**src/hdl/lfsr_noise_sound_channel_top_assert.svh**
```systemverilog
`ifndef LFSR_NOISE_SOUND_CHANNEL_TOP_ASSERT_SVH
`define LFSR_NOISE_SOUND_CHANNEL_TOP_ASSERT_SVH

`ifndef NO_ASSERTIONS

`define LNSC_ASSERT_IMP(label, clk, rst, pre, post) \
   label: assert property (@(posedge clk) disable iff (rst) (pre) |-> (post)) \
      else $error("lnsc assertion failed: same-cycle implication");

`define LNSC_ASSERT_NEXT(label, clk, rst, pre, post) \
   label: assert property (@(posedge clk) disable iff (rst) (pre) |=> (post)) \
      else $error("lnsc assertion failed: next-cycle implication");

`else

`define LNSC_ASSERT_IMP(label, clk, rst, pre, post)

`define LNSC_ASSERT_NEXT(label, clk, rst, pre, post)

`endif

`endif

```
**src/hdl/lnsc_pkg.sv**
```systemverilog
`default_nettype none

package lnsc_pkg;

   localparam logic [2:0] FUNC_TICK     = 3'd0;
   localparam logic [2:0] FUNC_LENGTH   = 3'd1;
   localparam logic [2:0] FUNC_ENVELOPE = 3'd2;
   localparam logic [2:0] FUNC_READ     = 3'd3;
   localparam logic [2:0] FUNC_WRITE    = 3'd4;
   localparam logic [2:0] FUNC_POWER    = 3'd5;

   localparam logic [15:0] ADDR_LENGTH   = 16'hFF20;
   localparam logic [15:0] ADDR_ENVELOPE = 16'hFF21;
   localparam logic [15:0] ADDR_POLY     = 16'hFF22;
   localparam logic [15:0] ADDR_CONTROL  = 16'hFF23;

   localparam logic [7:0]  RDATA_IDLE       = 8'hFF;
   localparam logic [3:0]  CLOCK_SHIFT_STOP = 4'd14;
   localparam logic [6:0]  LENGTH_FULL      = 7'd64;
   localparam logic [14:0] LFSR_SEED        = 15'h7FFF;
   localparam logic [3:0]  ENV_COUNT_ZERO_PERIOD = 4'd8;

   localparam logic [5:0] DIVISOR_TABLE [8] = '{
      6'd4, 6'd8, 6'd16, 6'd24, 6'd32, 6'd40, 6'd48, 6'd56
   };

   typedef struct packed {
      logic [2:0]  func;
      logic [15:0] addr;
      logic [7:0]  wdata;
      logic        phase_odd;
      logic        init_length;
   } request_type;

   typedef struct packed {
      logic [7:0] rdata;
      logic [3:0] sample_out;
      logic       channel_on;
   } result_type;

   typedef struct packed {
      logic [14:0] shift_reg;
      logic [31:0] period_count;
      logic [3:0]  clock_shift;
      logic        narrow_mode;
      logic [2:0]  divisor_code;
      logic [6:0]  length_left;
      logic        length_on;
      logic [3:0]  env_start_volume;
      logic        env_up;
      logic [2:0]  env_period;
      logic [3:0]  env_count;
      logic [3:0]  level;
      logic        active;
      logic [3:0]  last_sample;
   } state_type;

   function automatic logic [31:0] reload_value(input logic [2:0] code,
                                                input logic [3:0] shift);
      return {26'd0, DIVISOR_TABLE[code]} << shift;
   endfunction

endpackage

`default_nettype wire

```
**src/hdl/lfsr_noise_sound_channel_top.sv**
```systemverilog
// Channel   Direction  Handshake        Payload
// req       in         req_valid/stall  func, addr, wdata, phase_odd, init_length
// rsp       out        rsp_valid/stall  rdata, sample_out, channel_on
//
// One request per cycle sustained while rsp_stall stays low; a request passes
// the input register, then the result register, with one pass of event logic between.
// Synchronous active-high reset clears all channel state and both stages.
// A stalled result holds while one more request waits in the input register;
// req_stall rises only when both stages are full and rsp_stall is high.
`default_nettype none

`include "lfsr_noise_sound_channel_top_assert.svh"

module lfsr_noise_sound_channel_top
   import lnsc_pkg::*;
(
   input  wire logic        clock,
   input  wire logic        reset,
   input  wire logic        req_valid,
   output logic             req_stall,
   input  wire logic [2:0]  req_func,
   input  wire logic [15:0] req_addr,
   input  wire logic [7:0]  req_wdata,
   input  wire logic        req_phase_odd,
   input  wire logic        req_init_length,
   output logic             rsp_valid,
   input  wire logic        rsp_stall,
   output logic [7:0]       rsp_rdata,
   output logic [3:0]       rsp_sample_out,
   output logic             rsp_channel_on
);

   logic        stage_valid_ff;
   request_type stage_req_ff;
   logic        out_valid_ff;
   result_type  out_ff;
   result_type  result;
   state_type   state;
   logic        advance;
   logic        fire;

   assign advance   = !out_valid_ff || !rsp_stall;
   assign fire      = stage_valid_ff && advance;
   assign req_stall = stage_valid_ff && !advance;

   always_ff @(posedge clock) begin
      if (reset) begin
         stage_valid_ff <= 1'b0;
         out_valid_ff   <= 1'b0;
      end else begin
         if (!req_stall) begin
            stage_valid_ff <= req_valid;
         end
         if (advance) begin
            out_valid_ff <= stage_valid_ff;
         end
      end
   end

   always_ff @(posedge clock) begin
      if (req_valid && !req_stall) begin
         stage_req_ff <= '{func: req_func, addr: req_addr, wdata: req_wdata,
                           phase_odd: req_phase_odd, init_length: req_init_length};
      end
      if (fire) begin
         out_ff <= result;
      end
   end

   lnsc_core u_core (
      .clock  (clock),
      .reset  (reset),
      .fire   (fire),
      .req    (stage_req_ff),
      .result (result),
      .state  (state)
   );

   assign rsp_valid      = out_valid_ff;
   assign rsp_rdata      = out_ff.rdata;
   assign rsp_sample_out = out_ff.sample_out;
   assign rsp_channel_on = out_ff.channel_on;

   `LNSC_ASSERT_NEXT(a_fire_fills_output, clock, reset, fire, rsp_valid)
   `LNSC_ASSERT_NEXT(a_power_silences, clock, reset,
      fire && stage_req_ff.func == FUNC_POWER,
      rsp_sample_out == 4'd0 && !rsp_channel_on && state.level == 4'd0)
   `LNSC_ASSERT_IMP(a_stall_needs_full, clock, reset, req_stall, out_valid_ff && stage_valid_ff)

endmodule

`default_nettype wire

```
**src/hdl/lnsc_core.sv**
```systemverilog
`default_nettype none

module lnsc_core
   import lnsc_pkg::*;
(
   input  wire logic        clock,
   input  wire logic        reset,
   input  wire logic        fire,
   input  request_type      req,
   output result_type       result,
   output state_type        state
);

   state_type st_ff;
   state_type st_in;
   logic [7:0] rdata;

   always_comb begin
      logic [31:0] pc_dec;
      logic        fb;
      logic        len_bit;
      st_in  = st_ff;
      rdata  = RDATA_IDLE;
      pc_dec = st_ff.period_count - 32'd1;
      fb      = st_ff.shift_reg[0] ^ st_ff.shift_reg[1];
      len_bit = req.wdata[6];
      unique case (req.func)
         FUNC_TICK: begin
            st_in.period_count = pc_dec;
            if (pc_dec == 32'd0) begin
               st_in.period_count = reload_value(st_ff.divisor_code, st_ff.clock_shift);
               if (st_ff.clock_shift < CLOCK_SHIFT_STOP) begin
                  st_in.shift_reg = {fb, st_ff.shift_reg[14:1]};
                  if (st_ff.narrow_mode) begin
                     st_in.shift_reg[6] = fb;
                  end
               end
            end
            st_in.last_sample = (st_ff.active && !st_in.shift_reg[0]) ? st_ff.level : 4'd0;
         end
         FUNC_LENGTH: begin
            if (st_ff.length_on) begin
               st_in.length_left = st_ff.length_left - 7'd1;
               if (st_in.length_left == 7'd0) begin
                  st_in.active = 1'b0;
               end
            end
         end
         FUNC_ENVELOPE: begin
            if (st_ff.active && st_ff.env_period != 3'd0) begin
               st_in.env_count = st_ff.env_count - 4'd1;
               if (st_in.env_count == 4'd0) begin
                  st_in.env_count = {1'b0, st_ff.env_period};
                  if (!st_ff.env_up && st_ff.level != 4'd0) begin
                     st_in.level = st_ff.level - 4'd1;
                  end
                  if (st_ff.env_up && st_ff.level != 4'd15) begin
                     st_in.level = st_ff.level + 4'd1;
                  end
               end
            end
         end
         FUNC_READ: begin
            unique case (req.addr)
               ADDR_ENVELOPE: rdata = {st_ff.env_start_volume, st_ff.env_up, st_ff.env_period};
               ADDR_POLY:     rdata = {st_ff.clock_shift, st_ff.narrow_mode, st_ff.divisor_code};
               ADDR_CONTROL:  rdata = {1'b1, st_ff.length_on, 6'h3F};
               default:       rdata = RDATA_IDLE;
            endcase
         end
         FUNC_WRITE: begin
            unique case (req.addr)
               ADDR_LENGTH: begin
                  st_in.length_left = LENGTH_FULL - {1'b0, req.wdata[5:0]};
               end
               ADDR_ENVELOPE: begin
                  st_in.env_start_volume = req.wdata[7:4];
                  st_in.env_up           = req.wdata[3];
                  st_in.env_period       = req.wdata[2:0];
                  if (req.wdata[7:3] == 5'd0) begin
                     st_in.active = 1'b0;
                  end
               end
               ADDR_POLY: begin
                  st_in.clock_shift  = req.wdata[7:4];
                  st_in.narrow_mode  = req.wdata[3];
                  st_in.divisor_code = req.wdata[2:0];
                  st_in.period_count = reload_value(req.wdata[2:0], req.wdata[7:4]);
               end
               ADDR_CONTROL: begin
                  if (req.phase_odd && !st_ff.length_on && len_bit) begin
                     st_in.length_left = st_ff.length_left - 7'd1;
                     if (st_in.length_left == 7'd0) begin
                        st_in.active = 1'b0;
                     end
                  end
                  st_in.length_on = len_bit;
                  if (req.wdata[7]) begin
                     st_in.active    = (st_ff.env_start_volume != 4'd0) || st_ff.env_up;
                     st_in.shift_reg = LFSR_SEED;
                     st_in.env_count = (st_ff.env_period != 3'd0) ?
                                       {1'b0, st_ff.env_period} : ENV_COUNT_ZERO_PERIOD;
                     st_in.level     = st_ff.env_start_volume;
                     if (st_in.length_left == 7'd0) begin
                        st_in.length_left = (req.phase_odd && len_bit) ?
                                            (LENGTH_FULL - 7'd1) : LENGTH_FULL;
                     end
                  end
               end
               default: begin
               end
            endcase
         end
         FUNC_POWER: begin
            st_in = '0;
            st_in.length_left = req.init_length ? LENGTH_FULL : st_ff.length_left;
         end
         default: begin
         end
      endcase
   end

   always_ff @(posedge clock) begin
      if (reset) begin
         st_ff <= '0;
      end else if (fire) begin
         st_ff <= st_in;
      end
   end

   assign result.rdata      = rdata;
   assign result.sample_out = st_in.last_sample;
   assign result.channel_on = st_in.active;
   assign state             = st_ff;

endmodule

`default_nettype wire

```
**config.mk**
```make
export PLATFORM = sky130hd
export DESIGN_NAME = lfsr_noise_sound_channel_top
export DESIGN_NICKNAME = d
export VERILOG_FILES = /design/src/hdl/lnsc_pkg.sv /design/src/hdl/lfsr_noise_sound_channel_top.sv /design/src/hdl/lnsc_core.sv
export VERILOG_INCLUDE_DIRS = /design/src /design/src/hdl
export SDC_FILE = /design/constraint.sdc
export NUM_CORES = 1
export LEC_CHECK = 0
export BUFFER_PORTS_ARGS = -buffer_cell sky130_fd_sc_hd__buf_2
export CELL_PAD_IN_SITES_DETAIL_PLACEMENT = 0
export CELL_PAD_IN_SITES_GLOBAL_PLACEMENT = 1
export CORE_MARGIN = 2
export CORE_UTILIZATION = 40
export CTS_BUF_LIST = sky130_fd_sc_hd__clkbuf_16
export DETAILED_ROUTE_END_ITERATION = 10
export PLACE_DENSITY = 0.71
export SLEW_MARGIN = 20
export SYNTH_ARGS = -nofsm -noshare
export SYNTH_HDL_FRONTEND = slang
export SYNTH_SLANG_ARGS = --single-unit
```
**constraint.sdc**
```tcl
create_clock -name clock -period 3.4 [get_ports clock]
set_input_delay 0.34 -clock clock [delete_from_list [all_inputs] [get_ports clock]]
set_output_delay 0.34 -clock clock [all_outputs]
set_load 0.03 [all_outputs]
```
==> results of run 1 <==
-- where the power goes --
part / leakage [uW] / total [uW] / switching (uW) / internal (uW)
Clock: 0.000285 / 1840 / 750 / 1090
Sequential: 0.00108 / 1720 / 79.5 / 1640
Combinational: 0.00184 / 786 / 475 / 311
Total: 0.00320 / 4350 / 1300 / 3040
-- cell usage after synthesis, types with 8 or more instances --
library cell,number,area [sq um]
edfxtp_1,42,1260
nor4_1,16,100
xor2_1,16,140
or3_1,9,56.3
buf_2,10,50.1
or4_1,8,60.1
ha_1,10,125
mux2i_1,24,240
a211oi_1,28,210
nand4_1,10,62.6
xnor2_1,13,114
o22ai_1,12,75.1
a31oi_1,23,144
nor3_1,37,185
nor3b_1,8,60.1
a21oi_1,59,295
dfxtp_1,86,1720
and2_1,12,75.1
nand2b_1,10,62.6
a32o_1,8,80.1
inv_1,21,78.8
clkbuf_1,58,218
o21ai_0,37,185
nand2_1,77,289
nand3_1,35,175
nor2b_1,8,50.1
nor2_1,100,375
-- layout make-up --
cell class | instances | area (sq um)
fillers | 1895 | 9880
flip-flops and latches | 128 | 2980
well taps | 260 | 325
inverters | 21 | 78.8
clock inverters | 15 | 160
multi-input cells | 688 | 4400
repair buffers | 101 | 641
clock buffers | 17 | 425
-- registers in the layout, indices dropped and copies added (netlist names) --
| signal | cells |
|---|---|
| rsp_rdata | 8 |
| rsp_valid | 1 |
| stage_req_ff | 29 |
| stage_valid_ff | 1 |
| u_core.state | 84 |
| rsp_channel_on | 1 |
| rsp_sample_out | 4 |
-- stage by stage --
step | instances | power [uW] | util [%]
floorplan | 912 | 2280 | -
global placement | 1197 | 2540 | 44.5
detailed placement | 1197 | 2530 | 44.5
CTS | 1229 | 4370 | 47.6
global route | 1230 | 4540 | 47.7
finish | 1230 | 4350 | 47.7
-- final timing paths --
| kind | startpoint | endpoint | cells after the start |
|---|---|---|---|
| setup / recovery | u_core.state[37]$_SDFFE_PP0P_ | rsp_sample_out[3]$_DFFE_PP_ | 10 |
| hold / removal | req_wdata[5] | stage_req_ff[7]$_DFFE_PP_ | 1 |
| setup reg to reg | u_core.state[37]$_SDFFE_PP0P_ | rsp_sample_out[3]$_DFFE_PP_ | 10 |
| hold reg to reg | u_core.state[1]$_SDFFE_PP0P_ | u_core.state[1]$_SDFFE_PP0P_ | 1 |
-- cell families after synthesis --
| kind of cell | count (synthesis) | synth area share, % |
|---|---|---|
| and+or+nand+nor | 374 | 25.5 |
| AOI/OAI and AO/OA | 245 | 21.7 |
| DFF | 128 | 38.5 |
| buffers and inverters | 96 | 5.15 |
| xor gates and xnor gates | 29 | 3.28 |
| muxes | 29 | 3.97 |
| adders and majority gates | 11 | 1.87 |
-- repair_timing --
| action | 4_1_cts | 5_1_grt |
|---|---|---|
| buffers inserted | 0 | 1 |
| hold buffers | 0 | 0 |
| setup endpoints to repair | 0 | 28 |
| gates resized for setup | 0 | 3 |
-- layer usage --
layer  part of all wire [%]  up-vias
li1                       -     3512
met1                     47     3389
met2                     47      205
met3                    4.6       26
met4                    1.6        0
met5                      0        -
-- critical path: stages (launching register included) --
cell and delay (ns):
dfxtp_1 0.31, buf_4 0.16, or4_1 0.68, o31a_1 0.33
nor2_1 0.26, nand4_2 0.18, nor4_4 0.28, buf_4 0.18
nand3_2 0.11, mux2i_4 0.27, a32o_1 0.27
==> results.py, run 1 <==
metrics = {
    "detailed_routing": {
        "wire_per_inst_um": 18.4,
        "vias_per_cell": 5.80,
        "drtAntennaViolNets": 0,
        "post-route-drc-count": 0,
        "first_pass_iters": 5,
        "initialDrtViolationCount": 587,
        "num_vias": 7132,
        "drt-total-wl_um": 22700,
    },
    "global_route": {
        "grt-ovfl-total": 0,
        "busiest_layer": "met2",
        "grt_use_met1_pct": 31.0,
        "met3_usage_pct": 4.36,
        "grt_pass1_vias": 6754,
        "grt_use_met2_pct": 37.5,
        "grt_pass1_wl_um": 36700,
        "grt_max_degree": 33,
        "grt_util_all_layers_pct": 22.9,
        "antenna_found_initial": 0,
    },
    "timing": {
        "finalMaxSlewViolations": 0,
        "whs_ns": 0.0836,
        "tightestPinTransition_ns": 0.708,
        "relSlewSlack_pct": 52.3,
        "fin_ws_ns": 0.124,
        "rsz0062_at_grt": "false",
        "setup-tns-final_ns": 0,
        "period_needed_ns": 3.28,
        "hold_viol_final": 0,
        "fin_crit_sh_pct": 96.4,
        "setup_violations": 0,
        "fmax_mhz": 305,
        "clock_skew_ns": 0.0113,
    },
    "cells_and_area": {
        "nets": 1001,
        "layout_common_cells": "nor2_1, dfxtp_1, nand2_1, a21oi_1, buf_4",
        "final_common_cell": "nor2_1",
        "antenna_cells": 0,
        "area_delta_synth_final_pct": 16.2,
        "final_cell_area_sq_mm": 0.00901,
        "drive_above_1_share_pct": 17.1,
    },
    "cts": {
        "cts-buffers-inserted": 17,
        "clockBufferDepth": 2,
        "clk_pin_slew_ns": 0.06,
        "cts_root_buf": "clkbuf_16",
        "clk_latency_ns": 0.43,
        "cts_tree": "yes",
        "clock_sinks": 128,
        "htreeDepth": 4,
    },
    "placed_design": {
        "place_hpwl_um": 16600,
        "gp_congestion": 0.911,
        "port_buffers": 47,
        "preCtsSetupSlack_ns": 0.126,
        "dpl_cell_area_sq_mm": 0.00841,
    },
    "logic_synthesis": {
        "netlist_instances": 912,
        "ys.warnings.count": 0,
        "avgSynthCellArea_sq_um": 8.50,
        "synth-edff-count": 42,
        "ys_ff_latch": 128,
        "synth_ff_type": "dfxtp_1",
        "ys_async_sr_fraction_pct": 0,
        "ys_seq_area_share_pct": 38.5,
        "synth_nets": 956,
        "synth_area_sq_mm": 0.00775,
        "ys_types": 82,
    },
    "power": {
        "power_density_mw_per_mm2": 483,
        "leakagePower_uw": 0.00320,
        "worst_ir_drop_vdd_mv": 0.296,
    },
    "hold_path": {
        "hold_path.class": "input pin to flip-flop",
    },
    "setup_path": {
        "cp-start-kind": "flip-flop",
        "required_ns": 3.57,
        "arrival_ns": 3.45,
        "crit_type": "flip-flop to flip-flop",
        "rrSetupSlack_ns": 0.12,
        "endpoint_kind": "flip-flop",
        "crit_fanout": 9,
    },
    "floorplan": {
        "dieArea_sq_mm": 0.0205,
        "die_w_um": 143,
        "rows": 50,
        "die-height_um": 143,
        "core_region_area_sq_mm": 0.0189,
        "ios": 48,
        "initial_utilization_pct": 41.0,
    },
    "run_status": {
        "status": "complete, no violations",
    },
    "run": {
        "maxCapViolCount": 0,
    },
}
(Power assumes the default switching activity.)
==> run 2, diff against run 1 <==
Settings changed: SYNTH_HIERARCHICAL set to 1.
==> results.py, run 2 <==
metrics = {
    "logic_synthesis": {
        "ys_seq_area_share_pct": 38.3,
        "ys.warnings.count": 6,
        "avgSynthCellArea_sq_um": 8.27,
        "synth_nets": 987,
        "synth_area_sq_mm": 0.00780,
        "ys_async_sr_fraction_pct": 0,
        "ys_types": 78,
        "netlist_instances": 943,
        "ys_ff_latch": 128,
        "synth-edff-count": 42,
        "synth_ff_type": "dfxtp_1",
        "synth_top_area_cell": "dfxtp_1",
        "synth_common_cells": "nor2_1, nand2_1, dfxtp_1, clkbuf_1, a21oi_1",
        "synth_area_leaders": "dfxtp_1, edfxtp_1, nor2_1",
        "yosysMostFrequentCell": "nor2_1",
        "synth_top_cell_area_share_pct": 22.1,
    },
    "setup_path": {
        "reg2regPathDepth": 9,
        "crit_type": "flip-flop to flip-flop",
        "crit_buf_inv": 1,
        "crit_start": "u_core/state[57]$_SDFFE_PP0P_",
        "path_cells": "or4_4, or4_1, or3_1, a21oi_1, nand3_1, nor4b_4, buf_4, nor3_1, a32o_1",
        "cp-start-kind": "flip-flop",
        "rrSetupSlack_ns": 0.14,
        "required_ns": 3.72,
        "reg2reg_from": "u_core/state[57]$_SDFFE_PP0P_",
        "arrival_ns": 3.58,
        "r2r-end": "u_core/state[64]$_SDFFE_PP0P_",
        "slowest_delay_ns": 0.58,
        "cp_top_family": "simple AND/OR/NAND/NOR gates",
        "endpoint_kind": "flip-flop",
        "cp_slowest_cell": "or4_4",
        "crit_fanout": 6,
    },
    "floorplan": {
        "rows": 51,
        "die-height_um": 144,
        "core_region_area_sq_mm": 0.0193,
        "die_w_um": 144,
        "ios": 48,
        "initial_utilization_pct": 40.5,
        "dieArea_sq_mm": 0.0206,
    },
    "timing": {
        "finalMaxSlewViolations": 0,
        "period_needed_ns": 3.26,
        "fin_crit_sh_pct": 95.9,
        "fmax_mhz": 307,
        "tightestPinTransition_ns": 0.814,
        "setup-tns-final_ns": 0,
        "relSlewSlack_pct": 45.6,
        "rsz0062_at_grt": "false",
        "clock_skew_ns": 0.0117,
        "setup_violations": 0,
        "hold_viol_final": 0,
    },
    "global_route": {
        "grt_max_degree": 53,
        "grt_pass1_vias": 6909,
        "grt_pass1_wl_um": 37800,
        "antenna_found_initial": 0,
        "grt-ovfl-total": 0,
        "grt_util_all_layers_pct": 23.7,
    },
    "detailed_routing": {
        "initialDrtViolationCount": 694,
        "drt-total-wl_um": 23800,
        "drtAntennaViolNets": 0,
        "num_vias": 7411,
        "first_pass_iters": 5,
        "wire_per_inst_um": 18.6,
        "post-route-drc-count": 0,
        "vias_per_cell": 5.79,
    },
    "run_status": {
        "status": "complete, no violations",
    },
    "cts": {
        "htreeDepth": 4,
        "clock_sinks": 128,
        "cts.hold.buffers_added": 0,
        "cts_tree": "yes",
        "clk_pin_slew_ns": 0.07,
        "cts-buffers-inserted": 17,
        "cts_root_buf": "clkbuf_16",
        "clk_latency_ns": 0.44,
        "clockBufferDepth": 2,
    },
    "hold_path": {
        "hold_path.class": "input pin to flip-flop",
        "hold_start": "req_addr[5]",
        "hold_depth": 1,
        "whs_endpoint": "stage_req_ff[15]$_DFFE_PP_",
    },
    "power": {
        "leakagePower_uw": 0.00335,
        "worst_ir_drop_vdd_mv": 0.310,
        "p_int_uw": 3000,
        "power_density_mw_per_mm2": 467,
        "p_sw_uw": 1340,
        "combPwrFrac_pct": 18.5,
        "p_sw_share_pct": 30.9,
        "clock_power_share_pct": 42.1,
        "p_seq_share_pct": 39.4,
    },
    "placed_design": {
        "place_hpwl_um": 16900,
        "gp_congestion": 0.879,
        "port_buffers": 47,
    },
    "cells_and_area": {
        "area_delta_synth_final_pct": 19.2,
        "fillers": 1929,
        "nets": 1046,
        "layout_common_cells": "nand2_1, nor2_1, dfxtp_1, buf_4, a21oi_1",
        "final_common_cell": "nand2_1",
        "utilization_pct": 48.2,
        "antenna_cells": 0,
        "largest_reg_flops": 84,
        "drive_above_1_share_pct": 19.5,
    },
    "run": {
        "maxCapViolCount": 0,
    },
}
[run 2: what timing repair did]
action                                  in CTS  in global routing
cloned                                       0                  1
pin swaps                                    0                 10
endpoints found under the setup margin       6                 42
resized for setup                            1                 17
setup buffers                                0                 11
[run 2: area by class of cell]
class                      count  area (sq um)  share of cell area, %
inverter                      44           165                   1.78
timing repair buffer         119           793                   8.54
clock inverter                14           138                   1.48
tap                          265           332                   3.57
clock buffer                  18           450                   4.85
multi-input combinational    692          4430                   47.7
sequential                   128          2990                   32.1
[run 2: worst max path at each step]
stage,cells after the start,end,slack (ns)
final,9,u_core/state[64]$_SDFFE_PP0P_,0.14
after global routing,9,u_core/state[64]$_SDFFE_PP0P_,0.0007
after CTS,11,rsp_sample_out[1]$_DFFE_PP_,0.02
after detailed placement,10,u_core/state[51]$_SDFFE_PP0P_,-0.02
after global placement,10,u_core/state[51]$_SDFFE_PP0P_,0.08
after floorplan,13,rsp_sample_out[0]$_DFFE_PP_,0.02
[run 2: kinds of logic after synthesis]
kind of cell / synth area share [%]
DFF: 38.3
buffers and inverters: 6.66
adders and majority gates: 1.86
muxes: 1.48
xor gates and xnor gates: 3.48
and+or+nand+nor: 26.0
AOI/OAI and AO/OA: 22.3
[run 2: power by group through the flow]
stage | combinational, uW | sequential, uW | clock [uW]
after floorplan | 537 | 1710 | 0
after global placement | 740 | 1740 | 0
after detailed placement | 741 | 1740 | 0
after CTS | 746 | 1710 | 1870
after global routing | 881 | 1720 | 1930
final | 805 | 1710 | 1830
[run 2: metal layers]
metal	vias up	part of all wire, %	GRT usage, %
met5	-	0	0
met4	0	2.4	8.93
met3	38	5.1	4.50
met2	234	47	38.6
met1	3513	45	31.1
li1	3626	-	-
[run 2: stage by stage]
stage               setup WS (ns)  total power (uW)  std cells  hold slack [ns]  cell area [sq um]
CTS                        0.0245              4330       1268           0.0542               9120
floorplan                  0.0213              2250        943            0.402               7820
finish                      0.139              4340       1280           0.0740               9290
global route             0.000692              4520       1280           0.0554               9290
global placement           0.0756              2480       1236            0.440               8520
detailed placement        -0.0213              2480       1236            0.440               8520
==> run 3, diff against run 2 <==
Settings changed: RECOVER_POWER set to 50.
==> results.py, run 3 (synthesis gave the netlist of run 2 again) <==
metrics = {
    "hold_path": {
        "hold_depth": 1,
        "hold_path.class": "input pin to flip-flop",
        "hold_start": "req_addr[5]",
    },
    "floorplan": {
        "ios": 48,
        "dieArea_sq_mm": 0.0206,
        "die_w_um": 144,
        "rows": 51,
        "core_region_area_sq_mm": 0.0193,
        "initial_utilization_pct": 40.5,
        "die-height_um": 144,
    },
    "cells_and_area": {
        "area_delta_synth_final_pct": 18.7,
        "largest_reg_flops": 84,
        "antenna_cells": 0,
        "utilization_pct": 48.0,
        "layout_common_cells": "nor2_1, nand2_1, dfxtp_1, buf_4, a21oi_1",
        "drive_above_1_share_pct": 17.6,
        "nets": 1046,
    },
    "setup_path": {
        "reg2regPathDepth": 9,
        "arrival_ns": 3.58,
        "required_ns": 3.72,
        "endpoint_kind": "flip-flop",
        "cp-start-kind": "flip-flop",
        "crit_fanout": 6,
        "crit_type": "flip-flop to flip-flop",
        "crit_start": "u_core/state[57]$_SDFFE_PP0P_",
        "reg2reg_from": "u_core/state[57]$_SDFFE_PP0P_",
    },
    "timing": {
        "whs_ns": 0.0758,
        "finalMaxSlewViolations": 30,
        "hold_viol_final": 0,
        "fmax_mhz": 307,
        "tightestPinTransition_ns": 1.51,
        "period_needed_ns": 3.25,
        "setup_violations": 0,
        "fin_crit_sh_pct": 95.7,
        "rsz0062_at_grt": "false",
        "relSlewSlack_pct": -0.953,
        "clock_skew_ns": 0.0108,
        "fin_ws_ns": 0.146,
    },
    "power": {
        "worst_ir_drop_vdd_mv": 0.309,
        "power_density_mw_per_mm2": 469,
        "p_sw_uw": 1340,
        "leakagePower_uw": 0.00332,
        "p_seq_share_pct": 39.4,
        "clock_power_share_pct": 42.1,
        "p_int_uw": 3000,
        "combPwrFrac_pct": 18.5,
        "p_sw_share_pct": 30.9,
    },
    "global_route": {
        "grt_pass1_vias": 6909,
        "grt-ovfl-total": 0,
        "grt_max_degree": 53,
        "grt_util_all_layers_pct": 23.7,
        "grt_use_met2_pct": 38.6,
        "met3_usage_pct": 4.50,
        "busiest_layer": "met2",
        "antenna_found_initial": 0,
        "grt_pass1_wl_um": 37800,
        "grt_use_met1_pct": 31.1,
    },
    "cts": {
        "clk_latency_ns": 0.43,
        "cts_root_buf": "clkbuf_16",
        "clockBufferDepth": 2,
        "cts-buffers-inserted": 17,
        "htreeDepth": 4,
        "clk_pin_slew_ns": 0.07,
        "clock_sinks": 128,
        "cts_tree": "yes",
    },
    "detailed_routing": {
        "drt-total-wl_um": 23800,
        "drtAntennaViolNets": 0,
        "vias_per_cell": 5.78,
        "post-route-drc-count": 0,
        "initialDrtViolationCount": 652,
        "num_vias": 7400,
        "wire_per_inst_um": 18.6,
        "first_pass_iters": 5,
    },
    "run": {
        "maxCapViolCount": 1,
    },
    "placed_design": {
        "preCtsSetupSlack_ns": -0.0213,
        "port_buffers": 47,
        "gp_congestion": 0.879,
        "place_hpwl_um": 16900,
    },
    "run_status": {
        "status": "finished with violations",
        "violations": "max-capacitance violations, max-slew violations",
    },
}
-- run 3: final cells by class --
type,count,area (sq um)
clock buffers,18,450
clock inverters,14,138
fillers,1937,10000
inverters,44,165
multi-input cells,692,4420
flip-flops and latches,128,2990
well taps,265,332
repair buffers,119,771
-- run 3: worst paths after layout --
path	slack, ns	end
worst max-delay path	0.15	u_core/state[64]$_SDFFE_PP0P_
worst min register to register	0.45	u_core/state[75]$_SDFFE_PP0P_
worst max register to register	0.15	u_core/state[64]$_SDFFE_PP0P_
worst min-delay path	0.08	stage_req_ff[15]$_DFFE_PP_
-- run 3: power by group through the flow --
| stage | clock network (uW) | registers (uW) | logic, uW |
|---|---|---|---|
| 6_report | 1830 | 1710 | 804 |
| 5_1_grt | 1930 | 1720 | 879 |
| 4_1_cts | 1870 | 1710 | 746 |
| 3_5_place_dp | 0 | 1740 | 741 |
| 3_3_place_gp | 0 | 1740 | 740 |
| 2_1_floorplan | 0 | 1710 | 537 |
-- run 3: worst max-delay path, stage by stage, from the launching register on --
cell,delay [ns]
dfxtp_1,0.32
or4_4,0.58
or4_1,0.51
or3_1,0.41
a21oi_1,0.21
nand3_1,0.15
nor4b_4,0.41
buf_4,0.21
nor3_1,0.07
a32o_1,0.29
-- run 3: metrics by stage --
step / instance area (sq um) / setup TNS (ns) / power (uW) / instances
2_1_floorplan: 7820 / 0 / 2250 / 943
3_3_place_gp: 8520 / 0 / 2480 / 1236
5_1_grt: 9260 / 0 / 4520 / 1280
6_report: 9260 / 0 / 4340 / 1280
4_1_cts: 9120 / 0 / 4330 / 1268
3_5_place_dp: 8520 / -0.0213 / 2480 / 1236
-- run 3: routing by layer --
metal	share of wire, %	routed length (um)
met5	0	0
met1	45	10700
met4	2.4	573
met3	5.2	1240
met2	47	11300
-- run 3: timing repair --
| item | 4_1_cts | 5_1_grt |
|---|---|---|
| endpoints found under the setup margin | 6 | 42 |
| gates resized for setup | 1 | 17 |
| gates cloned | 0 | 1 |
| setup buffers | 0 | 11 |
| pin swaps | 0 | 10 |
| hold buffers | 0 | 0 |
